<file path="src/sv/wspd_pkg.sv">
// Shared types and constants for the WAV stream to PWM duty core.
// No dependencies; used by the core and by its port checker.
package wspd_pkg;

  localparam int unsigned QueueDepth = 4;
  localparam int unsigned QueuePtrW  = $clog2(QueueDepth);
  localparam int unsigned QueueCntW  = $clog2(QueueDepth + 1);

  localparam logic [1:0] EvSample = 2'd0;
  localparam logic [1:0] EvHeader = 2'd1;
  localparam logic [1:0] EvError  = 2'd2;
  localparam logic [1:0] EvEnd    = 2'd3;

  localparam logic [31:0] TagRiff = 32'h5249_4646;
  localparam logic [31:0] TagWave = 32'h5741_5645;
  localparam logic [31:0] TagData = 32'h6461_7461;

  localparam logic [7:0] CenterDuty = 8'd128;
  localparam logic [5:0] HeaderLast = 6'd35;
  localparam logic [15:0] DepthSixteen = 16'd16;
  localparam logic [15:0] ChanStereo   = 16'd2;

  typedef struct packed {
    logic [1:0]  event_res;
    logic [7:0]  pwm_duty;
    logic [15:0] channel_count;
    logic [15:0] sample_bits;
    logic [31:0] rate_hz;
    logic [31:0] payload_bytes;
    logic        last_of_run;
  } result_t;

endpackage

</file>
<file path="src/sv/wav_stream_to_pwm_duty_core.sv">
// WAV byte stream parser and sample to PWM duty converter.
// Depends on wspd_pkg for the result type, event codes and tags.

// Takes one file byte per cycle and parses the RIFF/WAVE header, finds the
// data chunk, then turns each sample frame into an 8-bit duty. All parsing
// and conversion sit in one combinational step between the state registers
// and a four-entry result queue, so an item is taken every cycle; an item
// yields at most two results, and in_ready_o drops only while fewer than two
// queue slots are free. Results leave at one per cycle while out_ready_i is
// high, so items that each give two results are paced by the output port.
module wav_stream_to_pwm_duty_core (
  input  logic        clk_i,
  input  logic        rst_ni,
  input  logic        in_valid_i,
  output logic        in_ready_o,
  input  logic        kind_i,
  input  logic [7:0]  data_byte_i,
  input  logic        at_file_end_i,
  output logic        out_valid_o,
  input  logic        out_ready_i,
  output logic [1:0]  event_res_o,
  output logic [7:0]  pwm_duty_o,
  output logic [15:0] channel_count_o,
  output logic [15:0] sample_bits_o,
  output logic [31:0] rate_hz_o,
  output logic [31:0] payload_bytes_o,
  output logic        last_of_run_o
);
  import wspd_pkg::*;

  localparam logic [2:0] PhHeader = 3'd0;
  localparam logic [2:0] PhSearch = 3'd1;
  localparam logic [2:0] PhCount  = 3'd2;
  localparam logic [2:0] PhPlay   = 3'd3;
  localparam logic [2:0] PhIdle   = 3'd4;

  logic [2:0]  phase_q, phase_d;
  logic [5:0]  hpos_q, hpos_d;
  logic [31:0] win_q, win_d;
  logic [15:0] chan_q, chan_d;
  logic [15:0] bits_q, bits_d;
  logic [31:0] rate_q, rate_d;
  logic [31:0] remain_q, remain_d;
  logic [1:0]  fidx_q, fidx_d;
  logic [7:0]  lowb_q, lowb_d;
  logic [7:0]  first_q, first_d;

  result_t     res0, res1;
  logic        push0, push1;

  result_t               queue_q [QueueDepth];
  logic [QueuePtrW-1:0]  wr_ptr_q, rd_ptr_q;
  logic [QueueCntW-1:0]  cnt_q;
  logic                  accept, pop;

  assign in_ready_o  = (cnt_q <= QueueCntW'(QueueDepth - 2));
  assign accept      = in_valid_i && in_ready_o;
  assign out_valid_o = (cnt_q != '0);
  assign pop         = out_valid_o && out_ready_i;

  always_comb begin
    logic [7:0]  b;
    logic        fend;
    logic [1:0]  bp;
    logic [31:0] rem_new;
    logic [31:0] rem_dec;
    logic        sixteen, stereo, done;
    logic [2:0]  pos, total;
    logic [7:0]  q8, duty;
    logic [8:0]  dsum;

    b    = data_byte_i;
    fend = at_file_end_i;
    bp   = hpos_q[1:0];

    phase_d  = phase_q;
    hpos_d   = hpos_q;
    win_d    = win_q;
    chan_d   = chan_q;
    bits_d   = bits_q;
    rate_d   = rate_q;
    remain_d = remain_q;
    fidx_d   = fidx_q;
    lowb_d   = lowb_q;
    first_d  = first_q;

    res0  = '0;
    res1  = '0;
    res1.event_res   = EvEnd;
    res1.pwm_duty    = CenterDuty;
    res1.last_of_run = 1'b1;
    push0 = 1'b0;
    push1 = 1'b0;

    rem_new = remain_q;
    case (bp)
      2'd0:    rem_new[7:0]   = remain_q[7:0]   | b;
      2'd1:    rem_new[15:8]  = remain_q[15:8]  | b;
      2'd2:    rem_new[23:16] = remain_q[23:16] | b;
      default: rem_new[31:24] = remain_q[31:24] | b;
    endcase
    rem_dec = (remain_q != '0) ? remain_q - 32'd1 : '0;

    sixteen = (bits_q == DepthSixteen);
    stereo  = (chan_q == ChanStereo);
    total   = 3'd1 << ({2'b0, sixteen} + {2'b0, stereo});
    pos     = {1'b0, fidx_q};
    done    = 1'b0;
    q8      = b + {7'd0, b[7] && (lowb_q != '0)};
    duty    = sixteen ? (q8 ^ 8'h80) : b;
    dsum    = {1'b0, first_q} + {1'b0, duty};

    if (kind_i) begin
      phase_d  = PhHeader;
      hpos_d   = '0;
      win_d    = '0;
      chan_d   = '0;
      bits_d   = '0;
      rate_d   = '0;
      remain_d = '0;
      fidx_d   = '0;
      lowb_d   = '0;
      first_d  = '0;
    end else begin
      case (phase_q)
        PhHeader: begin
          win_d = {win_q[23:0], b};
          case (hpos_q)
            6'd22:   chan_d[7:0]   = chan_q[7:0]   | b;
            6'd23:   chan_d[15:8]  = chan_q[15:8]  | b;
            6'd24:   rate_d[7:0]   = rate_q[7:0]   | b;
            6'd25:   rate_d[15:8]  = rate_q[15:8]  | b;
            6'd26:   rate_d[23:16] = rate_q[23:16] | b;
            6'd27:   rate_d[31:24] = rate_q[31:24] | b;
            6'd34:   bits_d[7:0]   = bits_q[7:0]   | b;
            6'd35:   bits_d[15:8]  = bits_q[15:8]  | b;
            default: ;
          endcase
          if ((hpos_q == 6'd3 && win_d != TagRiff) ||
              (hpos_q == 6'd11 && win_d != TagWave) || fend) begin
            res0.event_res   = EvError;
            res0.last_of_run = 1'b1;
            push0            = 1'b1;
            phase_d          = PhIdle;
          end else if (hpos_q >= HeaderLast) begin
            phase_d = PhSearch;
            hpos_d  = '0;
          end else begin
            hpos_d = hpos_q + 6'd1;
          end
        end
        PhSearch: begin
          win_d = {win_q[23:0], b};
          if (fend) begin
            res0.event_res   = EvError;
            res0.last_of_run = 1'b1;
            push0            = 1'b1;
            phase_d          = PhIdle;
          end else if (win_d == TagData) begin
            phase_d  = PhCount;
            hpos_d   = '0;
            remain_d = '0;
          end
        end
        PhCount: begin
          remain_d = rem_new;
          if (bp == 2'd3) begin
            res0.event_res     = EvHeader;
            res0.channel_count = chan_q;
            res0.sample_bits   = bits_q;
            res0.rate_hz       = rate_q;
            res0.payload_bytes = rem_new;
            push0              = 1'b1;
            if (fend || rem_new == '0) begin
              push1   = 1'b1;
              phase_d = PhIdle;
            end else begin
              res0.last_of_run = 1'b1;
              phase_d          = PhPlay;
              fidx_d           = '0;
            end
          end else if (fend) begin
            res0.event_res   = EvError;
            res0.last_of_run = 1'b1;
            push0            = 1'b1;
            phase_d          = PhIdle;
          end else begin
            hpos_d = {4'd0, bp + 2'd1};
          end
        end
        PhPlay: begin
          remain_d = rem_dec;
          if (sixteen && !pos[0]) begin
            lowb_d = b;
            pos    = pos + 3'd1;
          end else if (stereo && (pos + 3'd1 < total)) begin
            first_d = duty;
            pos     = pos + 3'd1;
          end else begin
            res0.event_res = EvSample;
            res0.pwm_duty  = stereo ? dsum[8:1] : duty;
            push0          = 1'b1;
            pos            = '0;
            done           = 1'b1;
          end
          fidx_d = pos[1:0];
          if (fend || (done && rem_dec == '0)) begin
            if (push0) begin
              push1 = 1'b1;
            end else begin
              res0  = res1;
              push0 = 1'b1;
            end
            phase_d = PhIdle;
          end else begin
            res0.last_of_run = 1'b1;
          end
        end
        default: ;
      endcase
    end
  end

  always_ff @(posedge clk_i or negedge rst_ni) begin
    if (!rst_ni) begin
      phase_q  <= PhHeader;
      hpos_q   <= '0;
      win_q    <= '0;
      chan_q   <= '0;
      bits_q   <= '0;
      rate_q   <= '0;
      remain_q <= '0;
      fidx_q   <= '0;
      lowb_q   <= '0;
      first_q  <= '0;
    end else if (accept) begin
      phase_q  <= phase_d;
      hpos_q   <= hpos_d;
      win_q    <= win_d;
      chan_q   <= chan_d;
      bits_q   <= bits_d;
      rate_q   <= rate_d;
      remain_q <= remain_d;
      fidx_q   <= fidx_d;
      lowb_q   <= lowb_d;
      first_q  <= first_d;
    end
  end

  always_ff @(posedge clk_i) begin
    if (accept && push0) begin
      queue_q[wr_ptr_q] <= res0;
    end
    if (accept && push1) begin
      queue_q[wr_ptr_q + QueuePtrW'(1)] <= res1;
    end
  end

  always_ff @(posedge clk_i or negedge rst_ni) begin
    if (!rst_ni) begin
      wr_ptr_q <= '0;
      rd_ptr_q <= '0;
      cnt_q    <= '0;
    end else begin
      wr_ptr_q <= wr_ptr_q + (accept ? QueuePtrW'({1'b0, push0} + {1'b0, push1}) : '0);
      rd_ptr_q <= rd_ptr_q + QueuePtrW'(pop);
      cnt_q    <= cnt_q + (accept ? QueueCntW'({1'b0, push0} + {1'b0, push1}) : '0)
                  - QueueCntW'(pop);
    end
  end

  assign event_res_o     = queue_q[rd_ptr_q].event_res;
  assign pwm_duty_o      = queue_q[rd_ptr_q].pwm_duty;
  assign channel_count_o = queue_q[rd_ptr_q].channel_count;
  assign sample_bits_o   = queue_q[rd_ptr_q].sample_bits;
  assign rate_hz_o       = queue_q[rd_ptr_q].rate_hz;
  assign payload_bytes_o = queue_q[rd_ptr_q].payload_bytes;
  assign last_of_run_o   = queue_q[rd_ptr_q].last_of_run;

endmodule

</file>
<file path="config.mk">
export PLATFORM = sky130hd
export DESIGN_NAME = wav_stream_to_pwm_duty_core
export DESIGN_NICKNAME = d
export VERILOG_FILES = /design/src/sv/wspd_pkg.sv /design/src/sv/wav_stream_to_pwm_duty_core.sv
export SDC_FILE = /design/constraint.sdc
export NUM_CORES = 1
export LEC_CHECK = 0
export BUFFER_PORTS_ARGS = -buffer_cell sky130_fd_sc_hd__clkbuf_2
export CORE_AREA = 2 2 257 259
export DETAILED_ROUTE_END_ITERATION = 8
export DIE_AREA = 0 0 259 261
export PLACE_DENSITY_LB_ADDON = 0.15
export SYNTH_ARGS = -nofsm -noshare
export SYNTH_HDL_FRONTEND = slang
export SYNTH_SLANG_ARGS = --single-unit
</file>
<file path="constraint.sdc">
create_clock -name clk_i -period 7.3 [get_ports clk_i]
set_input_delay 0.365 -clock clk_i [delete_from_list [all_inputs] [get_ports clk_i]]
set_output_delay 0.365 -clock clk_i [all_outputs]
set_load 0.01 [all_outputs]
</file>
==> reports/results.tsv, run 1 <==
stage	metric	value	unit
routing	final_antenna_net_count	0	
routing	viasPerCell	5.70	
worst_setup_path	worstPathRequired	7.77	ns
yosys	syn_nets	3173	
routing	drc	0	
final_layout	final_common_cell	nor2_1	
placement	dp_hpwl	49.2	mm
global_routing	antenna_found_initial	0	
yosys	synth_edf_count	0	
clock_tree	cts_buffers	68	
clock_tree	cts_tree	done	
worst_setup_path	reg2reg_from	chan_q[3]	
worst_setup_path	reg2reg_to	cnt_q[2]	
worst_setup_path	end_kind	flip-flop	
die	fp.dieW	259	um
job	max-cap-violations	0	
yosys	synth_compound_area_share	16.8	%
timing	fin_setup_tns	0	ns
die	ios	123	
worst_setup_path	endpoint	cnt_q[2]	
global_routing	grt_remaining_overflow	0	
min_path	min_path_type	in -> reg	
yosys	netlist_area	26900	um^2
worst_setup_path	r2r_cells	20	
clock_tree	clk_pin_slew	0.06	ns
power	power_frac_clock	30.0	%
clock_tree	clkSinkCount	582	
timing	period_minus_slack	5.35	ns
worst_setup_path	cpMaxStageDelayCell	o32ai_1	
power	switching_share	37.8	%
timing	worstMarginPinSlew	1.15	ns
yosys	yosysUniqueCellTypes	75	
clock_tree	clk_latency	0.61	ns
yosys	synthAdderAreaFrac	1.36	%
timing	hold_viol	0	
timing	rsz0062_at_grt	false	
placement	gp_congestion	0.906	
routing	drt-total-wl	81.5	mm
worst_setup_path	r2r_setup_slack	1.95	ns
worst_setup_path	slowest_delay	0.81	ns
yosys	synthCells	3131	
final_layout	fillerInstances	6321	
power	netSwitchingPower	4.32	mW
global_routing	grt_max_degree	179	
die	std_cell_rows	94	
die	dieArea	67600	um^2
worst_setup_path	crit_chain	nor4_1, and4_1, ha_1, inv_1, ha_1, a21boi_0, o21a_1, o32ai_1, a211oi_1, nor2_1, o21a_1, a31o_2, inv_1, ha_1, nand2_1, ha_1, inv_1, ha_1, fa_1, xnor2_1	
die	dieHeight	261	um
worst_setup_path	crit_type	reg -> reg	
worst_setup_path	cp_max_fo	11	
final_layout	antenna_cells	0	
global_routing	grtUsageTotal	23.9	%
yosys	synth_top_family_by_area	simple AND/OR/NAND/NOR gates	
timing	setup-violations-final	0	
yosys	yosys_warnings	0	
power	powerDensity	379	nW/um^2
status	status	finished clean	
placement	dpl-instance-area	27900	um^2
worst_setup_path	crit_path_start	chan_q[3]	
power	seqPwrFrac	35.7	%
power	p_int	7.12	mW
timing	skew	0.0266	ns
timing	maxSlewViolCount	0	
die	coreArea	65000	um^2
global_routing	grt_pass1_vias	22000	
yosys	synthFlopType	dfxtp_1	
placement	place_ws	2.01	ns
clock_tree	cts_setup_buffers	0	
placement	io_buffers	122	
final_layout	layout-drive-gt1-share	13.2	%
power	p_leak	12.5	nW
routing	drt_iter0_markers	2041	
final_layout	fin_nets	3136	
worst_setup_path	critPathMostFrequentCell	ha_1	
global_routing	grt_pass1_wl	127	mm
worst_setup_path	critPathArrivalTime	5.82	ns
yosys	ys_ff_latch	582	
clock_tree	cts_buffer_depth	3	
routing	num_vias	22800	
routing	dr.pass1.iters	6	
clock_tree	root_buffer	clkbuf_16	
timing	fmax	187	MHz
clock_tree	post_cts_resized	0	
worst_setup_path	start_kind	flip-flop	
clock_tree	cts-htree-levels	3	
timing	slew_headroom	23.1	%
yosys	avgSynthCellArea	8.60	um^2
timing	setup_ws	1.95	ns
timing	period_share	73.2	%
power	comb_power_share	34.3	%
final_layout	area_growth	12.2	%
routing	wl_per_cell	20.3	um
die	start_util	41.4	%
yosys	async_reset_ff_share	26.5	%
yosys	synth.mux.area_fraction	10.1	%
final_layout	fin_area	30200	um^2
yosys	yosys.area_share.simple	20.5	%
power	peakVddDrop	0.247	mV
yosys	seq_area_frac_synth	46.1	%
yosys	synth-xor-area-share	0.651	%
final_layout	final_cell_mix	nor2_1 (889), a21oi_1 (468), dfxtp_1 (428)	
worst min-delay path by stage:
stage	startpoint	endpoint	cells after the start
after floorplan	rst_ni	bits_q[0]	0
final	out_ready_i	rd_ptr_q[0]	3
after global routing	out_ready_i	rd_ptr_q[0]	3
after detailed placement	queue_q[3][106]	queue_q[3][106]	1
after global placement	queue_q[1][105]	queue_q[1][105]	1
after CTS	out_ready_i	rd_ptr_q[0]	3
cell type report:
cell class | count | area, um^2 | area share, %
multi-input cells | 2252 | 13300 | 44.1
flip-flops and latches | 582 | 12400 | 41.1
clock buffers | 107 | 2070 | 6.87
well taps | 864 | 1080 | 3.58
repair buffers | 159 | 985 | 3.26
clock inverters | 17 | 194 | 0.642
inverters | 31 | 116 | 0.385
critical path, delay by kind of cell (launching register included):
| kind | cells | cell delay, ns |
|---|---|---|
| compound gates | 6 | 1.66 |
| flops | 1 | 0.40 |
| fa+ha+maj | 6 | 1.70 |
| buf+inv | 3 | 0.16 |
| xor+xnor | 1 | 0.13 |
| simple gates | 4 | 1.16 |
registers in the layout, indices dropped and copies added (netlist names):
signal,count
win_q,24
lowb_q,8
queue_q,428
remain_q,32
first_q,8
bits_q,16
rd_ptr_q,2
cnt_q,3
hpos_q,6
phase_q,3
fidx_q,2
rate_q,32
chan_q,16
wr_ptr_q,2
cells in the mapped netlist, types with 9 or more instances:
master / instances / area share (%)
mux4_2: 107 / 9.0
dfxtp_1: 428 / 32
o31ai_1: 21 / 0.59
mux2i_1: 10 / 0.37
nor2_1: 889 / 12
nor4_1: 26 / 0.60
inv_1: 30 / 0.42
a22o_1: 66 / 2.1
buf_2: 33 / 0.61
a31oi_1: 17 / 0.40
nand3_1: 20 / 0.37
o21a_1: 10 / 0.28
nand2_1: 193 / 2.7
xor2_1: 9 / 0.29
nor2b_1: 17 / 0.40
clkbuf_1: 191 / 2.7
and2_1: 9 / 0.21
buf_1: 31 / 0.43
dfrtp_1: 154 / 14
a21o_1: 27 / 0.75
nand4_1: 10 / 0.23
or4_1: 9 / 0.25
a211o_1: 11 / 0.36
mux2_2: 18 / 0.75
a21oi_1: 468 / 8.7
and3_1: 10 / 0.23
o21ai_0: 86 / 1.6
or3_1: 12 / 0.28
ha_1: 26 / 1.2
nand2b_1: 32 / 0.74
nor3_1: 34 / 0.63
xnor2_1: 11 / 0.36
power by group through the flow:
stage	clock (mW)	sequential, mW	combinational, mW
6_report	3.44	4.08	3.93
5_1_grt	3.64	4.14	4.25
4_1_cts	3.52	4.07	3.87
3_5_place_dp	0	4.13	3.85
3_3_place_gp	0	4.12	3.83
2_1_floorplan	0	3.85	3.03
through the flow:
stage / cells / hold slack [ns] / utilization [%] / total power [mW]
finish: 4012 / 0.201 / 46.5 / 11.4
global route: 4012 / 0.207 / 46.5 / 12.0
CTS: 4012 / 0.189 / 46.5 / 11.5
detailed placement: 3887 / 0.447 / 42.9 / 7.99
global placement: 3887 / 0.439 / 42.9 / 7.95
floorplan: 3131 / 0.0694 / - / 6.88
per-layer routing:
| metal | global-route usage (%) | up-vias | wire length (um) | share of wire (%) |
|---|---|---|---|---|
| met5 | 0 | - | 0 | 0 |
| met4 | 8.65 | 0 | 2710 | 3.3 |
| met3 | 3.34 | 169 | 4310 | 5.3 |
| met2 | 39.7 | 728 | 38600 | 47 |
| met1 | 31.9 | 11200 | 35900 | 44 |
| li1 | - | 10800 | - | - |
what timing repair did:
item                                    in CTS  in global routing
endpoints found under the setup margin       0                  0
hold endpoints to repair                    99                  0
hold buffers                                 1                  0
kinds of logic after synthesis:
| group | after synthesis |
|---|---|
| adders and majority gates | 28 |
| and+or+nand+nor | 1298 |
| DFF | 582 |
| xor gates and xnor gates | 20 |
| AOI/OAI and AO/OA | 771 |
| muxes | 135 |
| buffers and inverters | 297 |
Power figures use the tool's default switching activity.
==> inputs of run 2 (changes only) <==
Clock period 7.3 ns to 4.7 ns, I/O delays scaled along.
==> reports/results.tsv, run 2 (synthesis results as in run 1) <==
stage	metric	value	unit
status	status	finished clean	
routing	num_vias	23100	
global_routing	grt_remaining_overflow	0	
global_routing	grtUsageTotal	24.7	%
routing	wl_per_cell	20.6	um
die	dieArea	67600	um^2
worst_setup_path	start_kind	flip-flop	
final_layout	final_common_cell	nor2_1	
final_layout	reg_top3	queue_q (428), rate_q (32), remain_q (32)	
routing	drc	0	
timing	setup_ws	0.213	ns
power	p_leak	12.9	nW
die	dieHeight	261	um
die	coreArea	65000	um^2
final_layout	final_cell_mix	nor2_1 (888), a21oi_1 (468), dfxtp_1 (428)	
timing	fmax	223	MHz
clock_tree	cts_buffers	68	
worst_setup_path	end_kind	flip-flop	
placement	dpl-instance-area	28700	um^2
timing	worstMarginPinSlew	1.12	ns
timing	period_minus_slack	4.49	ns
routing	wl_met1	36.8	mm
timing	period_share	95.5	%
placement	io_buffers	122	
global_routing	grt_max_degree	165	
routing	final_antenna_net_count	0	
routing	highest_layer	met4	
clock_tree	clkSinkCount	582	
final_layout	area_growth	15.0	%
final_layout	top_register	queue_q	
worst_setup_path	reg2reg_to	cnt_q[2]	
min_path	min_path_type	in -> reg	
global_routing	grt_pass1_wl	130	mm
final_layout	fillerInstances	6185	
worst_setup_path	endpoint	cnt_q[2]	
timing	slew_headroom	25.2	%
worst_setup_path	r2r_cells	15	
worst_setup_path	crit_type	reg -> reg	
worst_setup_path	cp_max_fo	8	
power	p_total	18.4	mW
power	powerDensity	596	nW/um^2
clock_tree	cts-htree-levels	3	
placement	gp_congestion	0.969	
clock_tree	root_buffer	clkbuf_16	
routing	wl_met3	4.51	mm
final_layout	fin_nets	3213	
worst_setup_path	worstPathRequired	5.18	ns
routing	drt_iter0_markers	1868	
timing	skew	0.0243	ns
worst_setup_path	reg2reg_from	remain_q[0]	
routing	drt-total-wl	84.1	mm
final_layout	largest_reg_flops	428	
clock_tree	cts_tree	done	
final_layout	postLayoutCoreUtil	47.6	%
die	std_cell_rows	94	
power	peakVddDrop	0.605	mV
final_layout	antenna_cells	0	
die	ios	123	
final_layout	fin_cells	4086	
global_routing	antenna_found_initial	0	
clock_tree	cts_buffer_depth	3	
global_routing	grt_pass1_vias	22400	
clock_tree	clk_latency	0.61	ns
routing	dr.pass1.iters	5	
routing	viasPerCell	5.65	
worst_setup_path	r2r_setup_slack	0.21	ns
final_layout	multi_input_area	13400	um^2
placement	dp_cells	3964	
die	fp.dieW	259	um
final_layout	regArea	12400	um^2
routing	met2_length	40.7	mm
clock_tree	clk_pin_slew	0.06	ns
timing	setup-violations-final	0	
die	start_util	41.4	%
placement	place_ws	0.0984	ns
job	max-cap-violations	0	
worst_setup_path	crit_path_start	remain_q[0]	
final_layout	fin_area	30900	um^2
worst_setup_path	critPathArrivalTime	4.97	ns
timing	hold_viol	0	
final_layout	layout-drive-gt1-share	15.5	%
placement	dp_hpwl	53.3	mm
timing	maxSlewViolCount	0	
min_path	hold_depth	3	
run 2: cell type report:
type | count | area share [%]
clock buffer | 99 | 6.34
timing repair buffer | 236 | 5.70
tap | 864 | 3.49
inverter | 31 | 0.376
clock inverter | 22 | 0.740
sequential | 582 | 40.2
multi-input combinational | 2252 | 43.2
run 2: worst min-delay path by stage:
stage                           start            to
final                     out_ready_i   rd_ptr_q[0]
after global routing      out_ready_i   rd_ptr_q[0]
after CTS                 out_ready_i   rd_ptr_q[0]
after detailed placement       rst_ni  remain_q[18]
after global placement         rst_ni  remain_q[18]
after floorplan                rst_ni     bits_q[0]
run 2: where the power goes:
group | internal (mW) | switching [mW] | total [mW]
Sequential | 5.57 | 0.743 | 6.32
Combinational | 2.86 | 4.08 | 6.94
Clock | 3.08 | 2.11 | 5.19
run 2: per-stage QoR:
stage / setup TNS [ns] / hold WS, ns
2_1_floorplan: 0 / -0.0606
3_3_place_gp: 0 / 0.332
3_5_place_dp: 0 / 0.334
4_1_cts: 0 / 0.0390
5_1_grt: -0.0597 / 0.0783
6_report: 0 / 0.0503
run 2: repair_timing:
action | CTS | global route
resized for setup | 0 | 9
hold buffers | 1 | 0
hold endpoints to repair | 73 | 0
setup buffers | 0 | 0
endpoints found under the setup margin | 0 | 2
run 2: worst max-delay path: stages (launching register included):
cell and delay [ns]:
dfrtp_1 0.48, or4_4 0.63, nor4b_1 0.47, xor2_1 0.15, or4_1 0.54, nor4_2 0.24
a41oi_1 0.24, a31o_2 0.30, inv_1 0.06, ha_1 0.12, nand2_1 0.07, ha_1 0.31
inv_1 0.04, ha_1 0.19, fa_1 0.40, xnor2_1 0.13
run 2: layer usage:
metal  track usage (%)  up-vias
met5                 0        -
met4              8.22        0
met3              3.53      129
met2              41.6      686
met1              32.6    11400
li1                  -    10900
